### src/rtl/core/cepm_pkg.sv
`timescale 1ns / 1ps
`default_nettype none

package cepm_pkg;

    // Field widths
    localparam int COUNT_W    = 48;
    localparam int COEFF_W    = 32;
    localparam int TIME_W     = 63;
    localparam int CPU_W      = 62;
    localparam int ENERGY_W   = 44;
    localparam int POWER_W    = 63;
    localparam int CFG_IDX_W  = 4;
    localparam int CFG_DATA_W = 32;

    localparam int NUM_COEFF   = 8;
    localparam int GROUP_LANES = 4;

    // Defaults for top-level parameters
    localparam int COEFF_SCALE_DEF = 1000;
    localparam int EFF_EVENTS_DEF  = 4;
    localparam int PERF_EVENTS_DEF = 4;

    // Lane arithmetic: count split into two halves, each times the weight
    localparam int HALF_W = COUNT_W / 2;
    localparam int PART_W = HALF_W + 1 + COEFF_W;
    localparam int PROD_W = COUNT_W + COEFF_W + 1;
    localparam int I64_W  = 64;
    localparam int SUM_W  = I64_W + 2;

    // Energy and power scaling
    localparam int ACC_W = 63;
    localparam int MW_W  = 20;
    localparam logic [MW_W-1:0]  UJ_TO_MW   = 20'd1000000;
    localparam logic [ACC_W-1:0] ENERGY_MAX = 63'd9223372036854;

    // Pipeline layout
    localparam int LANE_STG   = 2;
    localparam int MERGE_STG  = 3;
    localparam int CDIV_STEP  = 8;
    localparam int CDIV_STG   = (ACC_W + CDIV_STEP - 1) / CDIV_STEP;
    localparam int CDIV_PAD   = CDIV_STG * CDIV_STEP;
    localparam int DIV_W      = 63;
    localparam int DIV_STG    = DIV_W;
    localparam int ST_MERGE0  = LANE_STG;
    localparam int ST_CDIV0   = ST_MERGE0 + MERGE_STG;
    localparam int ST_SCALE   = ST_CDIV0 + CDIV_STG;
    localparam int ST_DIV0    = ST_SCALE + 1;
    localparam int ST_OUT     = ST_DIV0 + DIV_STG;
    localparam int NUM_STG    = ST_OUT + 1;

    typedef enum logic [1:0] {
        ST_OK       = 2'd0,
        ST_NO_RUN   = 2'd1,
        ST_BAD_TIME = 2'd2,
        ST_OVERFLOW = 2'd3
    } status_e;

    typedef enum logic [CFG_IDX_W-1:0] {
        REG_COEFF_EFF_A  = 4'd0,
        REG_COEFF_EFF_B  = 4'd1,
        REG_COEFF_EFF_C  = 4'd2,
        REG_COEFF_EFF_D  = 4'd3,
        REG_COEFF_PERF_A = 4'd4,
        REG_COEFF_PERF_B = 4'd5,
        REG_COEFF_PERF_C = 4'd6,
        REG_COEFF_PERF_D = 4'd7
    } cfg_reg_e;

    typedef struct packed {
        logic [COUNT_W-1:0] eff_count_a;
        logic [COUNT_W-1:0] eff_count_b;
        logic [COUNT_W-1:0] eff_count_c;
        logic [COUNT_W-1:0] eff_count_d;
        logic [COUNT_W-1:0] perf_count_a;
        logic [COUNT_W-1:0] perf_count_b;
        logic [COUNT_W-1:0] perf_count_c;
        logic [COUNT_W-1:0] perf_count_d;
        logic [TIME_W-1:0]  start_time_ns;
        logic [TIME_W-1:0]  now_time_ns;
        logic [CPU_W-1:0]   eff_cpu_ns;
        logic [CPU_W-1:0]   perf_cpu_ns;
    } in_item_t;

    typedef struct packed {
        status_e              status;
        logic [ENERGY_W-1:0]  est_energy;
        logic [POWER_W-1:0]   power_wall_mw;
        logic [POWER_W-1:0]   power_oncpu_mw;
    } out_item_t;

    // One lane's weighted product, two's complement, plus range flag
    typedef struct packed {
        logic [I64_W-1:0] prod;
        logic             ovf;
    } lane_res_t;

    function automatic logic fits_i64_prod(input logic [PROD_W-1:0] x);
        return x[PROD_W-1:I64_W-1] == {(PROD_W-I64_W+1){x[I64_W-1]}};
    endfunction

    function automatic logic fits_i64_sum(input logic [SUM_W-1:0] x);
        return x[SUM_W-1:I64_W-1] == {(SUM_W-I64_W+1){x[I64_W-1]}};
    endfunction

    function automatic logic [SUM_W-1:0] sext_sum(input logic [I64_W-1:0] x);
        return {{(SUM_W-I64_W){x[I64_W-1]}}, x};
    endfunction

endpackage

`default_nettype wire

### src/rtl/core/cepm_cdiv.sv
`timescale 1ns / 1ps
`default_nettype none

// Pipelined division by a constant, several quotient bits per stage
module cepm_cdiv #(
    parameter int unsigned SCALE = cepm_pkg::COEFF_SCALE_DEF
) (
    input  wire logic                               clk,
    input  wire logic [cepm_pkg::CDIV_STG-1:0]      en,
    input  wire logic [cepm_pkg::ACC_W-1:0]         x,
    output logic [cepm_pkg::ACC_W-1:0]              q
);

    localparam int REM_W = $clog2(SCALE + 1);
    localparam logic [REM_W:0] SCALE_V = (REM_W + 1)'(SCALE);

    logic [cepm_pkg::CDIV_PAD-1:0] w_reg  [cepm_pkg::CDIV_STG];
    logic [REM_W-1:0]              r_reg  [cepm_pkg::CDIV_STG];
    logic [cepm_pkg::CDIV_PAD-1:0] w_next [cepm_pkg::CDIV_STG];
    logic [REM_W-1:0]              r_next [cepm_pkg::CDIV_STG];

    genvar s;
    generate
        for (s = 0; s < cepm_pkg::CDIV_STG; s++)
        begin : g_stg
            logic [cepm_pkg::CDIV_PAD-1:0] w_in;
            logic [REM_W-1:0]              r_in;

            if (s == 0)
            begin : g_first
                assign w_in = {{(cepm_pkg::CDIV_PAD-cepm_pkg::ACC_W){1'b0}}, x};
                assign r_in = '0;
            end
            else
            begin : g_rest
                assign w_in = w_reg[s-1];
                assign r_in = r_reg[s-1];
            end

            // Restoring steps: shift in dividend bit, subtract when it fits
            always_comb
            begin
                logic [cepm_pkg::CDIV_PAD-1:0] w;
                logic [REM_W-1:0]              r;
                logic [REM_W:0]                t;
                logic                          ge;
                w = w_in;
                r = r_in;
                for (int k = 0; k < cepm_pkg::CDIV_STEP; k++)
                begin
                    t  = {r, w[cepm_pkg::CDIV_PAD-1]};
                    ge = (t >= SCALE_V);
                    t  = ge ? (t - SCALE_V) : t;
                    r  = t[REM_W-1:0];
                    w  = {w[cepm_pkg::CDIV_PAD-2:0], ge};
                end
                w_next[s] = w;
                r_next[s] = r;
            end

            always_ff @(posedge clk)
            begin
                if (en[s])
                begin
                    w_reg[s] <= w_next[s];
                    r_reg[s] <= r_next[s];
                end
            end
        end
    endgenerate

    assign q = w_reg[cepm_pkg::CDIV_STG-1][cepm_pkg::ACC_W-1:0];

endmodule

`default_nettype wire

### config.mk
export PLATFORM = sky130hd
export DESIGN_NAME = cepm_cdiv
export DESIGN_NICKNAME = d
export VERILOG_FILES = /design/src/rtl/core/cepm_pkg.sv /design/src/rtl/core/cepm_cdiv.sv
export SDC_FILE = /design/constraint.sdc
export NUM_CORES = 1
export LEC_CHECK = 0
export BUFFER_PORTS_ARGS = -buffer_cell sky130_fd_sc_hd__buf_2
export CAP_MARGIN = 20
export CORE_MARGIN = 10
export CORE_UTILIZATION = 28
export DETAILED_ROUTE_END_ITERATION = 8
export GPL_ROUTABILITY_DRIVEN = 1
export GPL_TIMING_DRIVEN = 0
export SYNTH_ARGS = -nofsm -noshare
export SYNTH_HDL_FRONTEND = slang
export SYNTH_SLANG_ARGS = --single-unit
### constraint.sdc
create_clock -name clk -period 10.85 [get_ports clk]
set_clock_uncertainty 0.2 [all_clocks]
set_input_delay 2.17 -clock clk [delete_from_list [all_inputs] [get_ports clk]]
set_output_delay 2.17 -clock clk [all_outputs]
set_load 0.005 [all_outputs]
==> impl_metrics.yaml <==
clock_tree:
  cts_buffer_depth: 3
  cts_hold_buffers: 0
  path_clk_slew_ps: 60
  cts_buffers: 56
  insertion_delay_ps: 650
  cts_tree: "done"
  cts_root_buffer: "clkbuf_16"
  cts.sinks: 494
  htreeDepth: 2
route:
  vias: 20700
  drt.antenna.violating_nets: 0
  drt_wl_total_um: 65700
  remaining_drc_errors: 0
  drtIter0Drc: 1602
  routedWlPerCell_um: 16.1
  dr.pass1.iters: 7
  drt-vias-per-instance: 5.08
floorplan:
  fp-row-count: 116
  dieWidth_um: 338
  core-area_um2: 100000
  die_h_um: 338
  die-area_um2: 114000
  initial_core_util_pct: 28.2
  io_pins: 135
cells_and_area:
  area_growth_pct: 15.5
  final_net_count: 2823
  stdcell_count: 4074
  largest_register_ffs: 427
  drive_above_1_share_pct: 15.6
  n_fill_cell: 10100
timing:
  fmax_mhz: 102
  drv_slew: 0
  hold_violations: 0
  tns_ps: 0
  slew_headroom_pct: 20.4
  period_needed_ps: 9780
  worstMarginPinSlew_ps: 1180
  rsz0062_at_grt: "false"
  fin_crit_sh_pct: 90.2
  finalSetupViolations: 0
synth:
  yosysWarnings: 0
  syn_inst: 2531
  synthArstFlopShare_pct: 0
  synth-edff-count: 494
  ys.flop_type: "edfxtp_1"
  syn_area_per_cell_um2: 11.2
  synth_seq_cells: 494
  syn_area_um2: 28300
  seq_area_frac_synth_pct: 52.5
  ys_types: 133
global_route:
  grt_pass1_wl_um: 104000
  grt_max_degree: 53
  first_global_vias: 19500
  grt_overflow_total: 0
  antenna_found_initial: 0
  track_usage_pct: 11.2
status:
  status: "complete, no violations"
setup_path:
  path_common_cell: "inv_1"
  cp_max_fo: 9
  critical_path_class: "register to register"
  arrival_ps: 9980
  slowest_delay_ps: 540
  start_kind: "register"
  endpoint_kind: "register"
  required_ps: 11050
  slowest_stage: "or4_1"
placement:
  portBuffers: 124
  routabilityCongestion: 0.859
  dp_cells: 3969
  hpwl_um: 47000
hold_path:
  hold_class: "register to register"
job:
  maxCapViolCount: 0
-- metal layers --
layer,track usage [%],vias to the layer above,wire [µm]
li1,-,10300,-
met1,15.2,9881,31000
met2,17.9,459,29900
met3,2.03,89,3170
met4,3.55,0,1670
met5,0,-,0
-- per-stage QoR --
| stage | utilization (%) | cell area [µm²] | hold WS [ps] | worst slack, ps |
|---|---|---|---|---|
| 6_report | 32.6 | 32700 | 207 | 1070 |
| 3_3_place_gp | 30.5 | 30500 | 201 | 449 |
| 3_5_place_dp | 30.7 | 30800 | 205 | 499 |
| 5_1_grt | 32.6 | 32700 | 216 | 211 |
| 2_1_floorplan | - | 28300 | 200 | 2050 |
| 4_1_cts | 32.5 | 32600 | 208 | 447 |
-- cells in the final DEF, fill, tap and decap left out, types with 45 or more instances in the layout --
cell and count:
nand3_1 57, a21oi_1 114, nand2_1 175, edfxtp_1 494, nor2_1 197, o211ai_1 45
xnor2_1 101, mux2i_1 69, inv_1 113, clkbuf_1 55, clkbuf_16 57, o21ai_0 140
nor3_1 80, buf_2 131
-- Yosys cell counts, types with 25 or more instances --
| cell | count | area share, % |
|---|---|---|
| and3_1 | 36 | 0.80 |
| o211ai_1 | 45 | 1.2 |
| nand3_1 | 57 | 1.0 |
| inv_1 | 113 | 1.5 |
| nand4_1 | 25 | 0.55 |
| o21ai_0 | 140 | 2.5 |
| a21oi_1 | 115 | 2.0 |
| nor2_1 | 197 | 2.6 |
| and2_1 | 28 | 0.62 |
| nand2_1 | 175 | 2.3 |
| a31oi_1 | 38 | 0.84 |
| edfxtp_1 | 494 | 52 |
| xnor2_1 | 102 | 3.2 |
| a211oi_1 | 25 | 0.66 |
| clkbuf_1 | 48 | 0.64 |
| o31ai_1 | 30 | 0.80 |
| nor3_1 | 80 | 1.4 |
| mux2_2 | 27 | 1.1 |
| xor2_1 | 39 | 1.2 |
| o21a_1 | 39 | 1.0 |
| mux2i_1 | 69 | 2.4 |
-- worst max-delay path, delay by kind of cell (launching register included) --
kind / cells / cell delay [ps]
AO/OA/AOI/OAI: 15 / 3010
XOR/XNOR: 4 / 810
adder cells (fa/ha/maj): 4 / 1030
buffers and inverters: 7 / 920
flip-flops: 1 / 500
multiplexers: 2 / 510
AND/OR/NAND/NOR: 10 / 2570
-- layout make-up --
cell class	instances	area [µm²]	share of cell area, %
flip-flops and latches	494	14800	45.4
multi-input cells	1837	12600	38.6
well taps	1298	1620	4.97
clock buffers	64	1450	4.45
repair buffers	136	876	2.68
inverters	125	472	1.44
plain buffers	83	413	1.26
clock inverters	36	382	1.17
diodes	1	2.50	0.00766
-- path summary, 6_finish.rpt --
kind	startpoint	end	slack (ps)	cells after the start
max	w_reg[1][191]	w_reg[1][192]	1070	42
min	w_reg[0][110]	w_reg[0][182]	210	0
max reg2reg	w_reg[1][191]	w_reg[1][192]	1070	42
min reg2reg	w_reg[0][110]	w_reg[0][182]	210	0
-- what timing repair did --
action | 4_1_cts | 5_1_grt
hold endpoints to repair | 0 | 0
setup buffers | 0 | 4
gates resized for setup | 0 | 4
endpoints found under the setup margin | 0 | 2
-- logic make-up (layout without fill, tap and decap cells) --
family          count (synthesis)  after routing  share of synthesized area (%)
buf+inv                       208            444                           3.13
fa+ha+maj                      32             32                           1.30
compound gates                755            755                           20.1
other cells                     1             10                         0.0133
xor+xnor                      142            142                           4.43
simple gates                  797            797                           14.7
flops                         494            494                           52.5
mux                           102            102                           3.80
Power is left out: the tool's default activity adds up to more than one toggle a clock period on the data nets, which glitch-free logic cannot reach.
