## src/rtl/core/cepm_pkg.sv

```systemverilog
`timescale 1ns / 1ps
`default_nettype none

package cepm_pkg;

    // Field widths
    localparam int COUNT_W    = 48;
    localparam int COEFF_W    = 32;
    localparam int TIME_W     = 63;
    localparam int CPU_W      = 62;
    localparam int ENERGY_W   = 44;
    localparam int POWER_W    = 63;
    localparam int CFG_IDX_W  = 4;
    localparam int CFG_DATA_W = 32;

    localparam int NUM_COEFF   = 8;
    localparam int GROUP_LANES = 4;

    // Defaults for top-level parameters
    localparam int COEFF_SCALE_DEF = 1000;
    localparam int EFF_EVENTS_DEF  = 4;
    localparam int PERF_EVENTS_DEF = 4;

    // Lane arithmetic: count split into two halves, each times the weight
    localparam int HALF_W = COUNT_W / 2;
    localparam int PART_W = HALF_W + 1 + COEFF_W;
    localparam int PROD_W = COUNT_W + COEFF_W + 1;
    localparam int I64_W  = 64;
    localparam int SUM_W  = I64_W + 2;

    // Energy and power scaling
    localparam int ACC_W = 63;
    localparam int MW_W  = 20;
    localparam logic [MW_W-1:0]  UJ_TO_MW   = 20'd1000000;
    localparam logic [ACC_W-1:0] ENERGY_MAX = 63'd9223372036854;

    // Pipeline layout
    localparam int LANE_STG   = 2;
    localparam int MERGE_STG  = 3;
    localparam int CDIV_STEP  = 8;
    localparam int CDIV_STG   = (ACC_W + CDIV_STEP - 1) / CDIV_STEP;
    localparam int CDIV_PAD   = CDIV_STG * CDIV_STEP;
    localparam int DIV_W      = 63;
    localparam int DIV_STG    = DIV_W;
    localparam int ST_MERGE0  = LANE_STG;
    localparam int ST_CDIV0   = ST_MERGE0 + MERGE_STG;
    localparam int ST_SCALE   = ST_CDIV0 + CDIV_STG;
    localparam int ST_DIV0    = ST_SCALE + 1;
    localparam int ST_OUT     = ST_DIV0 + DIV_STG;
    localparam int NUM_STG    = ST_OUT + 1;

    typedef enum logic [1:0] {
        ST_OK       = 2'd0,
        ST_NO_RUN   = 2'd1,
        ST_BAD_TIME = 2'd2,
        ST_OVERFLOW = 2'd3
    } status_e;

    typedef enum logic [CFG_IDX_W-1:0] {
        REG_COEFF_EFF_A  = 4'd0,
        REG_COEFF_EFF_B  = 4'd1,
        REG_COEFF_EFF_C  = 4'd2,
        REG_COEFF_EFF_D  = 4'd3,
        REG_COEFF_PERF_A = 4'd4,
        REG_COEFF_PERF_B = 4'd5,
        REG_COEFF_PERF_C = 4'd6,
        REG_COEFF_PERF_D = 4'd7
    } cfg_reg_e;

    typedef struct packed {
        logic [COUNT_W-1:0] eff_count_a;
        logic [COUNT_W-1:0] eff_count_b;
        logic [COUNT_W-1:0] eff_count_c;
        logic [COUNT_W-1:0] eff_count_d;
        logic [COUNT_W-1:0] perf_count_a;
        logic [COUNT_W-1:0] perf_count_b;
        logic [COUNT_W-1:0] perf_count_c;
        logic [COUNT_W-1:0] perf_count_d;
        logic [TIME_W-1:0]  start_time_ns;
        logic [TIME_W-1:0]  now_time_ns;
        logic [CPU_W-1:0]   eff_cpu_ns;
        logic [CPU_W-1:0]   perf_cpu_ns;
    } in_item_t;

    typedef struct packed {
        status_e              status;
        logic [ENERGY_W-1:0]  est_energy;
        logic [POWER_W-1:0]   power_wall_mw;
        logic [POWER_W-1:0]   power_oncpu_mw;
    } out_item_t;

    // One lane's weighted product, two's complement, plus range flag
    typedef struct packed {
        logic [I64_W-1:0] prod;
        logic             ovf;
    } lane_res_t;

    function automatic logic fits_i64_prod(input logic [PROD_W-1:0] x);
        return x[PROD_W-1:I64_W-1] == {(PROD_W-I64_W+1){x[I64_W-1]}};
    endfunction

    function automatic logic fits_i64_sum(input logic [SUM_W-1:0] x);
        return x[SUM_W-1:I64_W-1] == {(SUM_W-I64_W+1){x[I64_W-1]}};
    endfunction

    function automatic logic [SUM_W-1:0] sext_sum(input logic [I64_W-1:0] x);
        return {{(SUM_W-I64_W){x[I64_W-1]}}, x};
    endfunction

endpackage

`default_nettype wire

```

## src/rtl/core/cepm_merge.sv

```systemverilog
`timescale 1ns / 1ps
`default_nettype none

// Adds the lane products of both groups, checking every running sum
module cepm_merge (
    input  wire logic                                clk,
    input  wire logic [cepm_pkg::MERGE_STG-1:0]      en,
    input  wire cepm_pkg::lane_res_t                 eff_res  [cepm_pkg::GROUP_LANES],
    input  wire cepm_pkg::lane_res_t                 perf_res [cepm_pkg::GROUP_LANES],
    output logic [cepm_pkg::ACC_W-1:0]               acc,
    output logic                                     ovf
);

    cepm_pkg::lane_res_t        grp [2][cepm_pkg::GROUP_LANES];
    logic [cepm_pkg::SUM_W-1:0] a01_reg [2];
    logic [cepm_pkg::SUM_W-1:0] a23_reg [2];
    logic [cepm_pkg::SUM_W-1:0] p2_reg  [2];
    logic                       povf_reg [2];
    logic [cepm_pkg::I64_W-1:0] gsum_reg [2];
    logic                       govf_reg [2];
    logic [cepm_pkg::SUM_W-1:0] total;
    logic [cepm_pkg::ACC_W-1:0] acc_reg;
    logic                       ovf_reg;

    genvar g, l;
    generate
        for (l = 0; l < cepm_pkg::GROUP_LANES; l++)
        begin : g_map
            assign grp[0][l] = eff_res[l];
            assign grp[1][l] = perf_res[l];
        end

        for (g = 0; g < 2; g++)
        begin : g_grp
            logic [cepm_pkg::SUM_W-1:0] s2, s3;

            // Pair sums
            always_ff @(posedge clk)
            begin
                if (en[0])
                begin
                    a01_reg[g]  <= cepm_pkg::sext_sum(grp[g][0].prod)
                                   + cepm_pkg::sext_sum(grp[g][1].prod);
                    a23_reg[g]  <= cepm_pkg::sext_sum(grp[g][2].prod)
                                   + cepm_pkg::sext_sum(grp[g][3].prod);
                    p2_reg[g]   <= cepm_pkg::sext_sum(grp[g][2].prod);
                    povf_reg[g] <= grp[g][0].ovf | grp[g][1].ovf
                                   | grp[g][2].ovf | grp[g][3].ovf;
                end
            end

            // Running sums after lanes 2 and 3
            assign s2 = a01_reg[g] + p2_reg[g];
            assign s3 = a01_reg[g] + a23_reg[g];

            always_ff @(posedge clk)
            begin
                if (en[1])
                begin
                    gsum_reg[g] <= s3[cepm_pkg::I64_W-1:0];
                    govf_reg[g] <= povf_reg[g]
                                   | !cepm_pkg::fits_i64_sum(a01_reg[g])
                                   | !cepm_pkg::fits_i64_sum(s2)
                                   | !cepm_pkg::fits_i64_sum(s3);
                end
            end
        end
    endgenerate

    // Group total, clamp negative energy to zero
    assign total = cepm_pkg::sext_sum(gsum_reg[0]) + cepm_pkg::sext_sum(gsum_reg[1]);

    always_ff @(posedge clk)
    begin
        if (en[2])
        begin
            acc_reg <= total[cepm_pkg::SUM_W-1] ? '0 : total[cepm_pkg::ACC_W-1:0];
            ovf_reg <= govf_reg[0] | govf_reg[1] | !cepm_pkg::fits_i64_sum(total);
        end
    end

    assign acc = acc_reg;
    assign ovf = ovf_reg;

endmodule

`default_nettype wire

```

## config.mk

```make
export PLATFORM = sky130hd
export DESIGN_NAME = cepm_merge
export DESIGN_NICKNAME = d
export VERILOG_FILES = /design/src/rtl/core/cepm_pkg.sv /design/src/rtl/core/cepm_merge.sv
export SDC_FILE = /design/constraint.sdc
export NUM_CORES = 2
export LEC_CHECK = 0
export BUFFER_PORTS_ARGS = -buffer_cell sky130_fd_sc_hd__buf_2
export CAP_MARGIN = 20
export CELL_PAD_IN_SITES_DETAIL_PLACEMENT = 0
export CELL_PAD_IN_SITES_GLOBAL_PLACEMENT = 1
export CORE_UTILIZATION = 45
export DETAILED_ROUTE_END_ITERATION = 10
export HOLD_SLACK_MARGIN = 0.12
export PLACE_DENSITY_LB_ADDON = 0.2
export SLEW_MARGIN = 20
export SYNTH_ARGS = -nofsm -noshare
export SYNTH_HDL_FRONTEND = slang
export SYNTH_SLANG_ARGS = --single-unit
export TNS_END_PERCENT = 20
```

## constraint.sdc

```tcl
create_clock -name clk -period 4.1 [get_ports clk]
set_input_delay 0.41 -clock clk [delete_from_list [all_inputs] [get_ports clk]]
set_output_delay 0.41 -clock clk [all_outputs]
set_load 0.02 [all_outputs]
```

==> metrics.csv <==
stage,metric,value,unit
detailed_routing,routed wire length,141,mm
layout,most frequent cells in the layout,"buf_2, edfxtp_1, ha_1, a21oi_1, nor2_1",
logic_synthesis,Synth Flop Type,edfxtp_1,
logic_synthesis,simple-gate share of the synthesized area,0.134,
critical_path,critical path arrival,4.31,ns
detailed_routing,met1 WL,63.1,mm
clock_network,Clock Sink Count,584,
logic_synthesis,Synth Area in Compound Gates,0.220,
die,std cell rows,116,
timing,worst-margin pin slew,0.987,ns
detailed_routing,via count,39500,
detailed_routing,routed length on met3,9.00,mm
clock_network,TritonCTS clock tree,yes,
die,core area,101000,um^2
layout,Nets,6611,
die,Die Area,103000,um^2
timing,RSZ-0062 raised after global routing,false,
die,Chip Width,321,um
logic_synthesis,Seq cells post-synth,584,
logic_synthesis,Post-synth ARST share,0,
job,# Max-Cap Violations,0,
logic_synthesis,"Cell Area, Synth",45900,um^2
place,post-DP HPWL,115,mm
timing,Slew HR,0.338,
worst_hold_path,Hold WC Path Type,in2reg,
clock_network,clk slew on worst S/H paths,0.06,ns
critical_path,Crit path buffers/inverters,0,
logic_synthesis,"Distinct cells, synth",86,
power_and_ir_drop,Leak,23.9,nW
detailed_routing,# DRC,0,
global_routing,first-pass GRT wire length,212,mm
timing,final worst slack,0.125,ns
critical_path,crit-path cells,ha_1 -> nand2_1 -> or4_4 -> nor4_4 -> nand2_4 -> nor4_4 -> o31ai_4 -> nand3_2 -> nor2_1 -> o311a_1 -> nor4_1 -> mux2i_1,
critical_path,critical path data required time,4.44,ns
global_routing,largest net degree at the start of global routing,100,
critical_path,Critical-path top delay cell,or4_4,
logic_synthesis,"EDFF count, synth",584,
layout,Layout area overhead,20.1,%
logic_synthesis,sequential area share after synthesis,0.382,
timing,Final Hold Fails,0,
detailed_routing,Detailed Routing Iterations Pass 1,5,
detailed_routing,initial DRC count,3020,
power_and_ir_drop,clock share of power,0.203,
timing,Final period util,0.970,
timing,fmax,0.252,GHz
clock_network,Clock Latency Late Sink,0.63,ns
layout,"leading cell type in the layout, fill and taps excluded",buf_2,
place,PortBufs,587,
clock_network,# H-tree levels,3,
layout,share of cells above drive strength 1,0.164,
place,Placer Congestion,0.955,
critical_path,Setup crit end kind,register,
place,worst slack at placement,-1.18,ns
logic_synthesis,Synth Instances,4701,
logic_synthesis,Synth Area in XOR/XNOR,0.0804,
critical_path,worst setup path class,reg2reg,
timing,Setup-failing EPs final,0,
power_and_ir_drop,logic gate share of total power,0.487,
timing,Final TNS setup,0,ns
run_status,outcome,finished clean,
timing,max-slew violation total from the final report,0,
logic_synthesis,Post-Synth Adder-Cell Area,0.161,
timing,crit path time final,3.98,ns
power_and_ir_drop,P_int,18.7,mW
global_routing,initial antenna violation count,10,
detailed_routing,drt wl/cell,20.3,um
detailed_routing,met2 routed WL,64.5,mm
logic_synthesis,mux share of post-synthesis cell area,0.000655,
logic_synthesis,synthesized area per cell,9.76,um^2
power_and_ir_drop,sw frac,0.409,
die,Boundary Pins,588,
critical_path,startpoint types,register,
power_and_ir_drop,Psw,13.0,mW
power_and_ir_drop,sequential share of power,0.310,
detailed_routing,vias per std cell,5.70,
critical_path,CP top delay family,simple AND/OR/NAND/NOR gates,
critical_path,cell mode on critical path,nor4_4,
clock_network,clock buffer depth,3,
die,height of the die,321,um
die,Initial Utilization,0.456,
clock_network,Num CTS Buffers,68,
detailed_routing,uppermost layer routed,met5,
logic_synthesis,syn_nets,5810,
logic_synthesis,Synthesis Warnings,0,
global_routing,number of global-route vias before repair,37500,
power_and_ir_drop,pwr dens,576,nW/um^2
timing,clock skew,0.0281,ns
clock_network,Root Driver,clkbuf_16,
critical_path,CP peak stage delay,0.59,ns
power_and_ir_drop,VDD IR max,0.415,mV
logic_synthesis,largest family of logic cells by synthesized area,compound AO/OA/AOI/OAI gates,
detailed_routing,Post-DRT Antenna Nets,0,
global_routing,overall routing resource usage,0.265,
critical_path,CP Max Fanout,3,
global_routing,gr ovfl total,0,
metrics by stage:
stage | hold slack (ns) | instance area [um^2] | utilization | instances | power [mW]
after global routing | 0.248 | 55100 | 0.548 | 6917 | 33.6
final | 0.243 | 55100 | 0.548 | 6917 | 31.7
after detailed placement | 0.570 | 51200 | 0.509 | 6651 | 24.9
after CTS | 0.211 | 54900 | 0.546 | 6913 | 31.6
after global placement | 0.567 | 51200 | 0.509 | 6651 | 24.9
after floorplan | 0.492 | 45900 | - | 4701 | 19.5
path summary, 6_finish.rpt:
check / depth (start not counted) / start / slack (ns) / endpoint
max: 12 / a01_reg[0][128]$_DFFE_PP_ / 0.12 / govf_reg[0][1]$_DFFE_PP_
max reg2reg: 12 / a01_reg[0][128]$_DFFE_PP_ / 0.12 / govf_reg[0][1]$_DFFE_PP_
min reg2reg: 1 / a23_reg[0][0]$_DFFE_PP_ / 0.59 / gsum_reg[0][0]$_DFFE_PP_
min: 3 / eff_res[202] / 0.24 / a01_reg[0][6]$_DFFE_PP_
tightest hold or removal path: stages:
cell and delay [ns]:
buf_2 0.08, ha_1 0.15, xnor2_1 0.13
cell usage after synthesis, drive strengths merged (34+ instances only):
cell,instances,area share
a211oi,46,0.0075
a21o,268,0.044
a21oi,523,0.057
a31oi,68,0.0093
and2,34,0.0046
and3,69,0.0094
clkbuf,135,0.011
edfxtp,584,0.38
ha,578,0.16
inv,133,0.011
nand2,319,0.026
nand2b,55,0.0075
nand3,106,0.012
nand4,99,0.014
nor2,343,0.028
nor2b,68,0.0093
nor3,70,0.0076
o21a,49,0.0080
o21ai,265,0.029
o21bai,84,0.014
xnor2,272,0.052
xor2,149,0.028
logic make-up after synthesis:
family,count (synthesis)
compound gates,1574
fa+ha+maj,585
xor+xnor,421
flops,584
buf+inv,269
mux,3
simple gates,1265
cell type report:
class                      instances  area (um^2)
tap                             1357         1700
inverter                         133          499
clock buffer                      75         1770
timing repair buffer             867         5470
fill                            9181        45500
clock inverter                    49          559
sequential                       584        17500
antenna                            4         10.0
multi-input combinational       3848        27500
layer usage:
layer,global-route usage,up-vias
li1,-,19500
met1,0.362,18600
met2,0.428,1117
met3,0.0441,192
met4,0.0765,4
met5,0.0137,-
what timing repair did:
action	4_1_cts	5_1_grt
setup buffers	1	0
pin swaps	1	6
cloned	0	0
hold endpoints to repair	134	0
gates resized for setup	8	32
endpoints found under the setup margin	1	24
hold buffers	137	0
power by group through the flow:
stage	clock, mW	sequential [mW]	combinational [mW]
final	6.44	9.82	15.4
after global routing	6.78	9.90	16.9
after CTS	6.59	9.81	15.2
after detailed placement	0	9.92	15.0
after global placement	0	9.93	15.0
after floorplan	0	9.64	9.83
Note: power is estimated with default switching activity, not from simulation.
